$ cat config.mk
export PLATFORM = sky130hd
export DESIGN_NAME = voxel_reorient_address_gen
export DESIGN_NICKNAME = d
export VERILOG_FILES = /design/src/rtl/core/vra_pkg.sv /design/src/rtl/core/vra_cfg.sv /design/src/rtl/core/vra_scan.sv /design/src/rtl/core/vra_addr.sv /design/src/rtl/core/voxel_reorient_address_gen.sv
export SDC_FILE = /design/constraint.sdc
export NUM_CORES = 2
export LEC_CHECK = 0
export ABC_CLOCK_PERIOD_IN_PS = 11100
export BUFFER_PORTS_ARGS = -buffer_cell sky130_fd_sc_hd__buf_2
export CAP_MARGIN = 25
export CORE_UTILIZATION = 35
export DETAILED_ROUTE_END_ITERATION = 8
export PLACE_DENSITY = 0.49
export SYNTH_ARGS = -nofsm -noshare
export SYNTH_HDL_FRONTEND = slang
export SYNTH_HIERARCHICAL = 1
export SYNTH_SLANG_ARGS = --single-unit
$ cat constraint.sdc
create_clock -name clk -period 11.1 [get_ports clk]
set_input_delay 1.665 -clock clk [delete_from_list [all_inputs] [get_ports clk]]
set_output_delay 1.665 -clock clk [all_outputs]
set_load 0.02 [all_outputs]
$ cat src/rtl/core/vra_pkg.sv
package vra_pkg;

  localparam int MAX_DIM    = 512;
  localparam int VALUE_BITS = 32;

  // Coordinate and effective extent widths follow the largest extent
  localparam int COORD_W  = $clog2(MAX_DIM);
  localparam int ESIZE_W  = $clog2(MAX_DIM + 1);
  localparam int STRIDE_W = 2 * ESIZE_W;

  // Fixed field widths
  localparam int SIZE_W     = 10;
  localparam int MAP_W      = 2;
  localparam int FLIP_W     = 3;
  localparam int CFG_IDX_W  = 3;
  localparam int CFG_DATA_W = 10;
  localparam int VOXEL_W    = 32;
  localparam int IDX_W      = 27;

  localparam logic [VOXEL_W-1:0] VAL_MASK =
    (VALUE_BITS >= VOXEL_W) ? {VOXEL_W{1'b1}} : VOXEL_W'((64'd1 << VALUE_BITS) - 64'd1);

  // Register indexes
  localparam logic [CFG_IDX_W-1:0] REG_SIZE_X     = CFG_IDX_W'(0);
  localparam logic [CFG_IDX_W-1:0] REG_SIZE_Y     = CFG_IDX_W'(1);
  localparam logic [CFG_IDX_W-1:0] REG_SIZE_Z     = CFG_IDX_W'(2);
  localparam logic [CFG_IDX_W-1:0] REG_AXIS_MAP_X = CFG_IDX_W'(3);
  localparam logic [CFG_IDX_W-1:0] REG_AXIS_MAP_Y = CFG_IDX_W'(4);
  localparam logic [CFG_IDX_W-1:0] REG_AXIS_MAP_Z = CFG_IDX_W'(5);
  localparam logic [CFG_IDX_W-1:0] REG_FLIP_MASK  = CFG_IDX_W'(6);

  typedef logic [COORD_W-1:0]  coord_t;
  typedef logic [ESIZE_W-1:0]  esize_t;
  typedef logic [MAP_W-1:0]    map_t;
  typedef logic [STRIDE_W-1:0] stride_t;

  // Live configuration plus derived strides
  typedef struct packed {
    esize_t [2:0] size;
    map_t   [2:0] map;
    logic [FLIP_W-1:0] flip;
    stride_t src_stride_z;
    esize_t  can_stride_y;
    stride_t can_stride_z;
  } cfg_t;

  // Scan stage word
  typedef struct packed {
    logic [VOXEL_W-1:0] value;
    coord_t [2:0] pos;
    coord_t [2:0] cc;
    logic last;
  } scan_t;

  // Zero acts as one, anything above MAX_DIM as MAX_DIM
  function automatic esize_t eff_size(input logic [SIZE_W-1:0] s);
    logic [31:0] s32;
    logic [31:0] r;
    s32 = 32'(s);
    if (s32 == 32'd0) begin
      r = 32'd1;
    end else if (s32 > 32'(MAX_DIM)) begin
      r = 32'(MAX_DIM);
    end else begin
      r = s32;
    end
    return esize_t'(r);
  endfunction

endpackage

$ cat src/rtl/core/vra_cfg.sv
module vra_cfg (
  input  logic                           clk,
  input  logic                           rst_n,
  input  logic                           wr_en,
  input  logic [vra_pkg::CFG_IDX_W-1:0]  wr_index,
  input  logic [vra_pkg::CFG_DATA_W-1:0] wr_data,
  output vra_pkg::cfg_t                  cfg
);
  import vra_pkg::*;

  esize_t [2:0] size_r;
  map_t   [2:0] map_r;
  logic [FLIP_W-1:0] flip_r;
  stride_t src_stride_z_r, src_stride_z_nxt;
  esize_t  can_stride_y_r;
  stride_t can_stride_z_r, can_stride_z_nxt;
  esize_t [2:0] ce;

  always_ff @(posedge clk) begin
    if (!rst_n) begin
      size_r <= {esize_t'(1), esize_t'(1), esize_t'(1)};
      map_r  <= {map_t'(2), map_t'(1), map_t'(0)};
      flip_r <= '0;
    end else if (wr_en) begin
      case (wr_index)
        REG_SIZE_X:     size_r[0] <= eff_size(wr_data[SIZE_W-1:0]);
        REG_SIZE_Y:     size_r[1] <= eff_size(wr_data[SIZE_W-1:0]);
        REG_SIZE_Z:     size_r[2] <= eff_size(wr_data[SIZE_W-1:0]);
        REG_AXIS_MAP_X: map_r[0]  <= wr_data[MAP_W-1:0];
        REG_AXIS_MAP_Y: map_r[1]  <= wr_data[MAP_W-1:0];
        REG_AXIS_MAP_Z: map_r[2]  <= wr_data[MAP_W-1:0];
        REG_FLIP_MASK:  flip_r    <= wr_data[FLIP_W-1:0];
        default: ;
      endcase
    end
  end

  // Canonical extents: higher source axis wins, unfed axis has extent 1
  always_comb begin
    for (int k = 0; k < 3; k++) begin
      ce[k] = esize_t'(1);
      for (int i = 0; i < 3; i++) begin
        if (map_r[i] == map_t'(k)) ce[k] = size_r[i];
      end
    end
    src_stride_z_nxt = stride_t'(size_r[0]) * stride_t'(size_r[1]);
    can_stride_z_nxt = stride_t'(ce[0]) * stride_t'(ce[1]);
  end

  // Strides are registered from the live size and map registers
  always_ff @(posedge clk) begin
    if (!rst_n) begin
      src_stride_z_r <= stride_t'(1);
      can_stride_y_r <= esize_t'(1);
      can_stride_z_r <= stride_t'(1);
    end else begin
      src_stride_z_r <= src_stride_z_nxt;
      can_stride_y_r <= ce[0];
      can_stride_z_r <= can_stride_z_nxt;
    end
  end

  assign cfg.size         = size_r;
  assign cfg.map          = map_r;
  assign cfg.flip         = flip_r;
  assign cfg.src_stride_z = src_stride_z_r;
  assign cfg.can_stride_y = can_stride_y_r;
  assign cfg.can_stride_z = can_stride_z_r;

endmodule

$ cat src/rtl/core/vra_scan.sv
module vra_scan (
  input  logic                        clk,
  input  logic                        rst_n,
  input  vra_pkg::cfg_t               cfg,
  input  logic                        in_valid,
  output logic                        in_ready,
  input  logic [vra_pkg::VOXEL_W-1:0] in_voxel_value,
  output logic                        s1_valid,
  output vra_pkg::scan_t              s1_word,
  input  logic                        s1_take
);
  import vra_pkg::*;

  coord_t [2:0] cnt_r;
  coord_t [2:0] cnt_nxt;
  coord_t [2:0] lim;
  coord_t [2:0] pos;
  coord_t [2:0] cc;
  logic   [2:0] at_end;
  logic         s1_valid_r;
  scan_t        s1_r;
  scan_t        s1_nxt;
  logic         accept;

  assign in_ready = !s1_valid_r || s1_take;
  assign accept   = in_valid && in_ready;

  always_comb begin
    for (int i = 0; i < 3; i++) begin
      lim[i]    = coord_t'(cfg.size[i] - esize_t'(1));
      pos[i]    = (cnt_r[i] > lim[i]) ? lim[i] : cnt_r[i];
      at_end[i] = (pos[i] == lim[i]);
    end
    // higher source axis overrides on a shared canonical axis
    for (int k = 0; k < 3; k++) begin
      cc[k] = '0;
      for (int i = 0; i < 3; i++) begin
        if (cfg.map[i] == map_t'(k)) cc[k] = cfg.flip[i] ? (lim[i] - pos[i]) : pos[i];
      end
    end
    cnt_nxt = cnt_r;
    if (at_end[0]) begin
      cnt_nxt[0] = '0;
      if (at_end[1]) begin
        cnt_nxt[1] = '0;
        cnt_nxt[2] = at_end[2] ? '0 : pos[2] + coord_t'(1);
      end else begin
        cnt_nxt[1] = pos[1] + coord_t'(1);
      end
    end else begin
      cnt_nxt[0] = pos[0] + coord_t'(1);
    end
    s1_nxt.value = in_voxel_value & VAL_MASK;
    s1_nxt.pos   = pos;
    s1_nxt.cc    = cc;
    s1_nxt.last  = &at_end;
  end

  always_ff @(posedge clk) begin
    if (!rst_n) begin
      cnt_r      <= '0;
      s1_valid_r <= 1'b0;
    end else begin
      if (accept) cnt_r <= cnt_nxt;
      if (accept) begin
        s1_valid_r <= 1'b1;
      end else if (s1_take) begin
        s1_valid_r <= 1'b0;
      end
    end
  end

  always_ff @(posedge clk) begin
    if (accept) s1_r <= s1_nxt;
  end

  assign s1_valid = s1_valid_r;
  assign s1_word  = s1_r;

  a_wrap_on_last: assert property (@(posedge clk) disable iff (!rst_n)
    (accept && s1_nxt.last) |=> (cnt_r == '0))
    else $error("counters did not wrap after last voxel");

  a_col_step: assert property (@(posedge clk) disable iff (!rst_n)
    (accept && !at_end[0]) |=> (cnt_r[0] == $past(pos[0]) + coord_t'(1)))
    else $error("column counter did not step");

  a_hold_idle: assert property (@(posedge clk) disable iff (!rst_n)
    !accept |=> $stable(cnt_r))
    else $error("counters moved without an accepted word");

endmodule

$ cat src/rtl/core/vra_addr.sv
module vra_addr (
  input  logic                        clk,
  input  logic                        rst_n,
  input  vra_pkg::cfg_t               cfg,
  input  logic                        s1_valid,
  input  vra_pkg::scan_t              s1_word,
  output logic                        s1_take,
  output logic                        out_valid,
  input  logic                        out_ready,
  output logic [vra_pkg::VOXEL_W-1:0] out_voxel_out,
  output logic [vra_pkg::IDX_W-1:0]   out_source_index,
  output logic [vra_pkg::IDX_W-1:0]   out_canonical_index,
  output logic                        out_last_voxel
);
  import vra_pkg::*;

  logic [COORD_W+STRIDE_W-1:0] p_src_z, p_can_z;
  logic [COORD_W+ESIZE_W-1:0]  p_src_y, p_can_y;
  logic [IDX_W-1:0]            src_nxt, can_nxt;
  logic                        valid_r;
  logic [VOXEL_W-1:0]          value_r;
  logic [IDX_W-1:0]            src_r, can_r;
  logic                        last_r;
  logic                        load;

  assign s1_take = !valid_r || out_ready;
  assign load    = s1_valid && s1_take;

  always_comb begin
    p_src_z = s1_word.pos[2] * cfg.src_stride_z;
    p_src_y = s1_word.pos[1] * cfg.size[0];
    p_can_z = s1_word.cc[2] * cfg.can_stride_z;
    p_can_y = s1_word.cc[1] * cfg.can_stride_y;
    src_nxt = IDX_W'(p_src_z) + IDX_W'(p_src_y) + IDX_W'(s1_word.pos[0]);
    can_nxt = IDX_W'(p_can_z) + IDX_W'(p_can_y) + IDX_W'(s1_word.cc[0]);
  end

  always_ff @(posedge clk) begin
    if (!rst_n) begin
      valid_r <= 1'b0;
    end else if (load) begin
      valid_r <= 1'b1;
    end else if (out_ready) begin
      valid_r <= 1'b0;
    end
  end

  always_ff @(posedge clk) begin
    if (load) begin
      value_r <= s1_word.value;
      src_r   <= src_nxt;
      can_r   <= can_nxt;
      last_r  <= s1_word.last;
    end
  end

  assign out_valid           = valid_r;
  assign out_voxel_out       = value_r;
  assign out_source_index    = src_r;
  assign out_canonical_index = can_r;
  assign out_last_voxel      = last_r;

endmodule

$ cat src/rtl/core/voxel_reorient_address_gen.sv
// Voxel reorientation address generator. Voxel words stream in source scan
// order (x fastest, then y, then z) and each one comes out with its source
// linear address and its canonical linear address, after the configured axis
// permutation and per-axis flips. One word is accepted per cycle, sustained
// while out_ready stays high; a word's result passes the two-stage pipeline
// (scan register, then the stride multiply and result register), and the
// pipeline stalls while the receiver holds out_ready low.
// Configuration writes are taken in any cycle (cfg_ready is tied high) but
// should only be made while the block is idle; derived strides are registered
// from the written values. Writes do not restart the scan counters, and an
// unused register index is ignored.
module voxel_reorient_address_gen (
  input  logic                           clk,
  input  logic                           rst_n,
  // configuration write channel
  input  logic                           cfg_valid,
  output logic                           cfg_ready,
  input  logic [vra_pkg::CFG_IDX_W-1:0]  cfg_index,
  input  logic [vra_pkg::CFG_DATA_W-1:0] cfg_data,
  // voxel input word
  input  logic                           in_valid,
  output logic                           in_ready,
  input  logic [vra_pkg::VOXEL_W-1:0]    in_voxel_value,
  // result word
  output logic                           out_valid,
  input  logic                           out_ready,
  output logic [vra_pkg::VOXEL_W-1:0]    out_voxel_out,
  output logic [vra_pkg::IDX_W-1:0]      out_source_index,
  output logic [vra_pkg::IDX_W-1:0]      out_canonical_index,
  output logic                           out_last_voxel
);
  import vra_pkg::*;

  cfg_t  cfg;
  logic  s1_valid;
  scan_t s1_word;
  logic  s1_take;

  // register file never stalls
  assign cfg_ready = 1'b1;

  vra_cfg u_cfg (
    .clk      (clk),
    .rst_n    (rst_n),
    .wr_en    (cfg_valid && cfg_ready),
    .wr_index (cfg_index),
    .wr_data  (cfg_data),
    .cfg      (cfg)
  );

  // counters, clamp, flips and permutation; stage one register
  vra_scan u_scan (
    .clk            (clk),
    .rst_n          (rst_n),
    .cfg            (cfg),
    .in_valid       (in_valid),
    .in_ready       (in_ready),
    .in_voxel_value (in_voxel_value),
    .s1_valid       (s1_valid),
    .s1_word        (s1_word),
    .s1_take        (s1_take)
  );

  // stride products and the result register
  vra_addr u_addr (
    .clk                 (clk),
    .rst_n               (rst_n),
    .cfg                 (cfg),
    .s1_valid            (s1_valid),
    .s1_word             (s1_word),
    .s1_take             (s1_take),
    .out_valid           (out_valid),
    .out_ready           (out_ready),
    .out_voxel_out       (out_voxel_out),
    .out_source_index    (out_source_index),
    .out_canonical_index (out_canonical_index),
    .out_last_voxel      (out_last_voxel)
  );

endmodule

# After elaboration in Yosys (flattened, before gate mapping)
# Cells that the tools add are included.
# Widths: inputs -> output; s select.
# word_totals
register_bits	292
input_bits	50
out_inout_bits	90
# classes
add_sub_neg	13
multipliers	6
magnitude_cmp	4
eq_ne	15
n_mux	30
reduce_logical	23
# op_table
operator	count
$mux 9	18
$mux 10	8
$add 27x19->27	2
$add 27x9->27	2
$mul 9x20->27	2
$mul 10x10->20	2
$mul 9x10->19	2
$add 9x1->9 const B	3
$eq 9x9->1	3
$gt 9x9->1	3
$sub 9x1->9 const B	3
$sub 9x9->9	3
$reduce_and 2->1	8
$gt 10x10->1 const B	1
$logic_not 10->1	1
$eq 3x3->1 const B	3
$eq 2x1->1 const B	3
$eq 2x2->1 const B	3
$eq 3x2->1 const B	2
$logic_not 2->1	3
$reduce_and 3->1	2
$mux 1	4
$reduce_bool 2->1	2
$eq 3x1->1 const B	1
4 further kinds	7

# Logic depth before layout (Yosys ltp)
# logic_depth
depth_word	8
depth_mapped	27
ltp_nobuf	25

# By module
# Netlist, hierarchy kept.
# modules_own_cells
module	n_inst	cells_each	area_per_inst_um2	seq_area_each_um2
vra_addr	1	2187	21096.5	2632.5
vra_cfg	1	1124	9655.5	1781.7
vra_scan	1	826	7878.8	3173.0
voxel_reorient_address_gen	1	2	11.3	0.0

# Worst setup path after synthesis
# No wires, ideal clock.
# synth_timing
path_type	register to register
from	register u_scan.s1_r (netlist bit u_scan/s1_word[54])
to	register u_addr.src_r[25], in the netlist u_addr/out_source_index[25] (data pin)
setup_time_ps	263
arrival_ps	5601
required_time_ps	10837
setup_slack_ps	5236
path_stages_with_launch	23
path_buffers	3
synth_period_minus_slack_ps	5864
cell_sequence	edfxtp_1 > clkbuf_1 > clkbuf_1 > and2_1 > fa_1 > inv_1 > fa_1 > fa_1 > inv_1 > fa_1 > fa_1 > inv_1 > fa_1 > inv_1 > ha_1 > buf_2 > nand4_1 > or3_1 > o221ai_1 > a21oi_2 > o41ai_2 > o41ai_2 > xnor2_1
# synth_via
elab_chain_len	3
# synth_rtl
element	line	source
from (decl)	vra_scan.sv:21	scan_t s1_r;
from (signal assigned)	vra_scan.sv:74	if (accept) s1_r <= s1_nxt;
$mul 9x20->27	vra_addr.sv:30	p_src_z = s1_word.pos[2] * cfg.src_stride_z;
$add 27x19->27	vra_addr.sv:34	src_nxt = IDX_W'(p_src_z) + IDX_W'(p_src_y) + IDX_W'(s1_word.pos[0]);
$add 27x9->27	vra_addr.sv:34	
named net u_addr.src_nxt[25]	vra_addr.sv:19	logic [IDX_W-1:0] src_nxt, can_nxt;
to (signal assigned)	vra_addr.sv:51	src_r <= src_nxt;
to (decl)	vra_addr.sv:22	logic [IDX_W-1:0] src_r, can_r;
# The timed path passes the listed nets, and every way through them passes these cells.
# A chain may end at the register's enable or synchronous reset.

==> flow_metrics.tcl <==
set metrics [dict create \
    final_cell_mix "762 x inv_1, 573 x fa_1, 505 x nand2_1" \
    post_cts_resize_count 0 \
    tns_ps 0 \
    dp_slack_ps 4180 \
    synth.area.top_cells "fa_1 30%, edfxtp_1 14%, ha_1 12%, inv_1 7.4%, dfxtp_1 6.1%" \
    cts_tree "done" \
    antenna_found_initial 1 \
    area_delta_synth_final_pct 8.85 \
    hpwl_um 78200 \
    clk_pin_slew_ps 60 \
    cp-start-kind "flip-flop" \
    critPathKind "flip-flop to flip-flop" \
    peakVddDrop_mv 0.0947 \
    grt.total_usage_pct 17.7 \
    slew_headroom_pct 28.3 \
    rsz0062_at_grt "no" \
    outcome "finished clean" \
    grt_pass1_wl_um 157000 \
    worstPathArrival_ps 7390 \
    htreeDepth 2 \
    drc 0 \
    synth_flop_cell "edfxtp_1" \
    drt-initial-drc-count 1694 \
    core_sq_um 109000 \
    clock-sinks 292 \
    detail_route.wirelength_um 97300 \
    synth_area_sq_um 38600 \
    grt_overflow 0 \
    required_ps 11550 \
    ys_ff_latch 292 \
    post_cts_buffers 0 \
    gp_congestion 0.875 \
    layout_commonest_cell "inv_1" \
    ys_async_sr_fraction_pct 0 \
    boundaryPins 140 \
    grt_pass1_vias 28200 \
    final_cells 5705 \
    setup_slack_ps 4150 \
    fmax_ghz 0.144 \
    grt_max_degree 72 \
    nets 5195 \
    wl_per_cell_um 17.0 \
    vias 27800 \
    skew_ps 31.9 \
    worstMarginPinSlew_ps 1080 \
    synthCells 4139 \
    path_delay_family "compound AO/OA/AOI/OAI gates" \
    yosysSeqAreaShare_pct 19.6 \
    timing.final.crit_period_ps 6950 \
    cts_buffer_depth 3 \
    finalHoldViolCount 0 \
    yosysTopAreaCell "fa_1" \
    path_cells "inv_1, ha_1, nand3b_1, nor3_1, xnor2_1, ha_1, nand3_1, or3_1, nor2_1, mux2_2, a21oi_2, a21oi_1, ha_1, fa_1, nor2b_1, o31ai_1, a21oi_1, o22ai_1, a221oi_1, or2_2, o311ai_0, a2bb2oi_1, a221oi_1, a21oi_1" \
    critical_path_peak_fanout 16 \
    yosys.cell_types.count 102 \
    cts_inserted_buffers 39 \
    detail_route.vias_per_cell 4.88 \
    setup_viol 0 \
    num_rows 121 \
    maxCapViolations 0 \
    yosys_warnings 6 \
    io_buffers 138 \
    hp-class "flip-flop to flip-flop" \
    die_h_um 334 \
    dp_cells 5633 \
    critical-path-max-stage-delay_ps 760 \
    synth-edff-count 174 \
    die_w_um 334 \
    endpoint_kind "flip-flop" \
    synth_nets 5136 \
    initial_core_util_pct 35.4 \
    dieArea_sq_um 112000 \
    clock_latency_ps 610 \
    cts_hold_buf 0 \
    drt-pass1-iter-count 5 \
    cpMaxStageDelayCell "dfxtp_1" \
    finalMaxSlewViolations 0 \
    fin_crit_sh_pct 62.6 \
    synth.avg_cell_area_sq_um 9.34 \
    synth_top_area_share_pct 29.7 \
    powerDensity_nw_per_um2 124 \
    crit_buf_inv 1 \
    whs_ps 413 \
    power_leakage_uw 0.0204 \
    cts-root-buf "clkbuf_16" \
    ant_nets 0 \
    final_layout_size_suffix_gt1_share_pct 7.36 \
]
## worst paths after layout
kind | endpoint | cells past startpoint | slack (ps) | start
worst min register to register | u_addr/out_voxel_out[0] | 0 | 410 | u_scan/s1_word[55]
worst max register to register | u_scan/s1_word[18] | 24 | 4150 | u_cfg/cfg[69]
worst min-delay path | u_addr/out_voxel_out[0] | 0 | 410 | u_scan/s1_word[55]
worst max-delay path | u_scan/s1_word[18] | 24 | 4150 | u_cfg/cfg[69]
## routing by layer
layer,global-route usage (%),wire length [um]
met1,26.7,48900
met2,26.6,41800
met3,2.80,5040
met4,3.29,1470
met5,0,19
## Yosys cell counts, types with 11 or more instances
library cell,count
and2_1,325
nor2b_1,44
edfxtp_1,174
dfxtp_1,118
a221oi_1,14
a21boi_0,11
xor2_1,39
or2_2,15
a21o_1,49
o21a_1,22
and3_1,12
nand4_1,21
nand3_1,46
mux2i_1,31
o21ai_0,86
a21oi_1,160
a21oi_2,14
buf_2,14
o211ai_1,13
inv_1,763
clkbuf_1,123
nor2_1,205
xnor2_1,94
fa_1,573
ha_1,374
a22oi_1,35
nand2_1,505
nand2b_1,31
nor3_1,32
## area by class of cell
type	count	area (sq um)
fillers	11100	67100
multi-input cells	2936	27600
flip-flops and latches	292	7590
inverters	765	2870
well taps	1476	1850
clock buffers	47	1020
repair buffers	164	886
clock inverters	24	265
diodes	1	2.50
## logic make-up after synthesis
group | count (synthesis) | share of synthesized area (%)
AND/OR/NAND/NOR | 1290 | 16.3
other | 1 | 0.00970
buffers and inverters | 911 | 8.99
flip-flops | 292 | 19.6
AO/OA/AOI/OAI | 525 | 9.14
XOR/XNOR | 135 | 3.11
adder cells (fa/ha/maj) | 948 | 41.8
multiplexers | 37 | 0.978
## sequential cells by signal, summed over array words and instances (netlist names), 20 cells and up
register and cells:
u_addr/out_canonical_index 27, u_addr/out_source_index 27, u_addr/out_voxel_out 32, u_cfg/can_stride_z_r 20, u_cfg/cfg 36, u_cfg/src_stride_z_r 20, u_scan/cnt_r 27, u_scan/s1_word 87
## power by group
part	leakage [uW]	internal, uW	total, uW	switching [uW]
clock	0.000611	753	1300	543
sequential	0.00265	1370	1660	285
combinational	0.0172	904	2270	1370
total	0.0204	3030	5220	2190
## stage by stage
step                      util (%)  area [sq um]  total power (uW)
after floorplan                  -         38600              3290
after global placement        37.4         40800              3950
after detailed placement      37.4         40800              3950
after CTS                     38.5         42100              5300
after global routing          38.5         42100              5650
final                         38.5         42100              5220
Power figures use the tool's default switching activity.
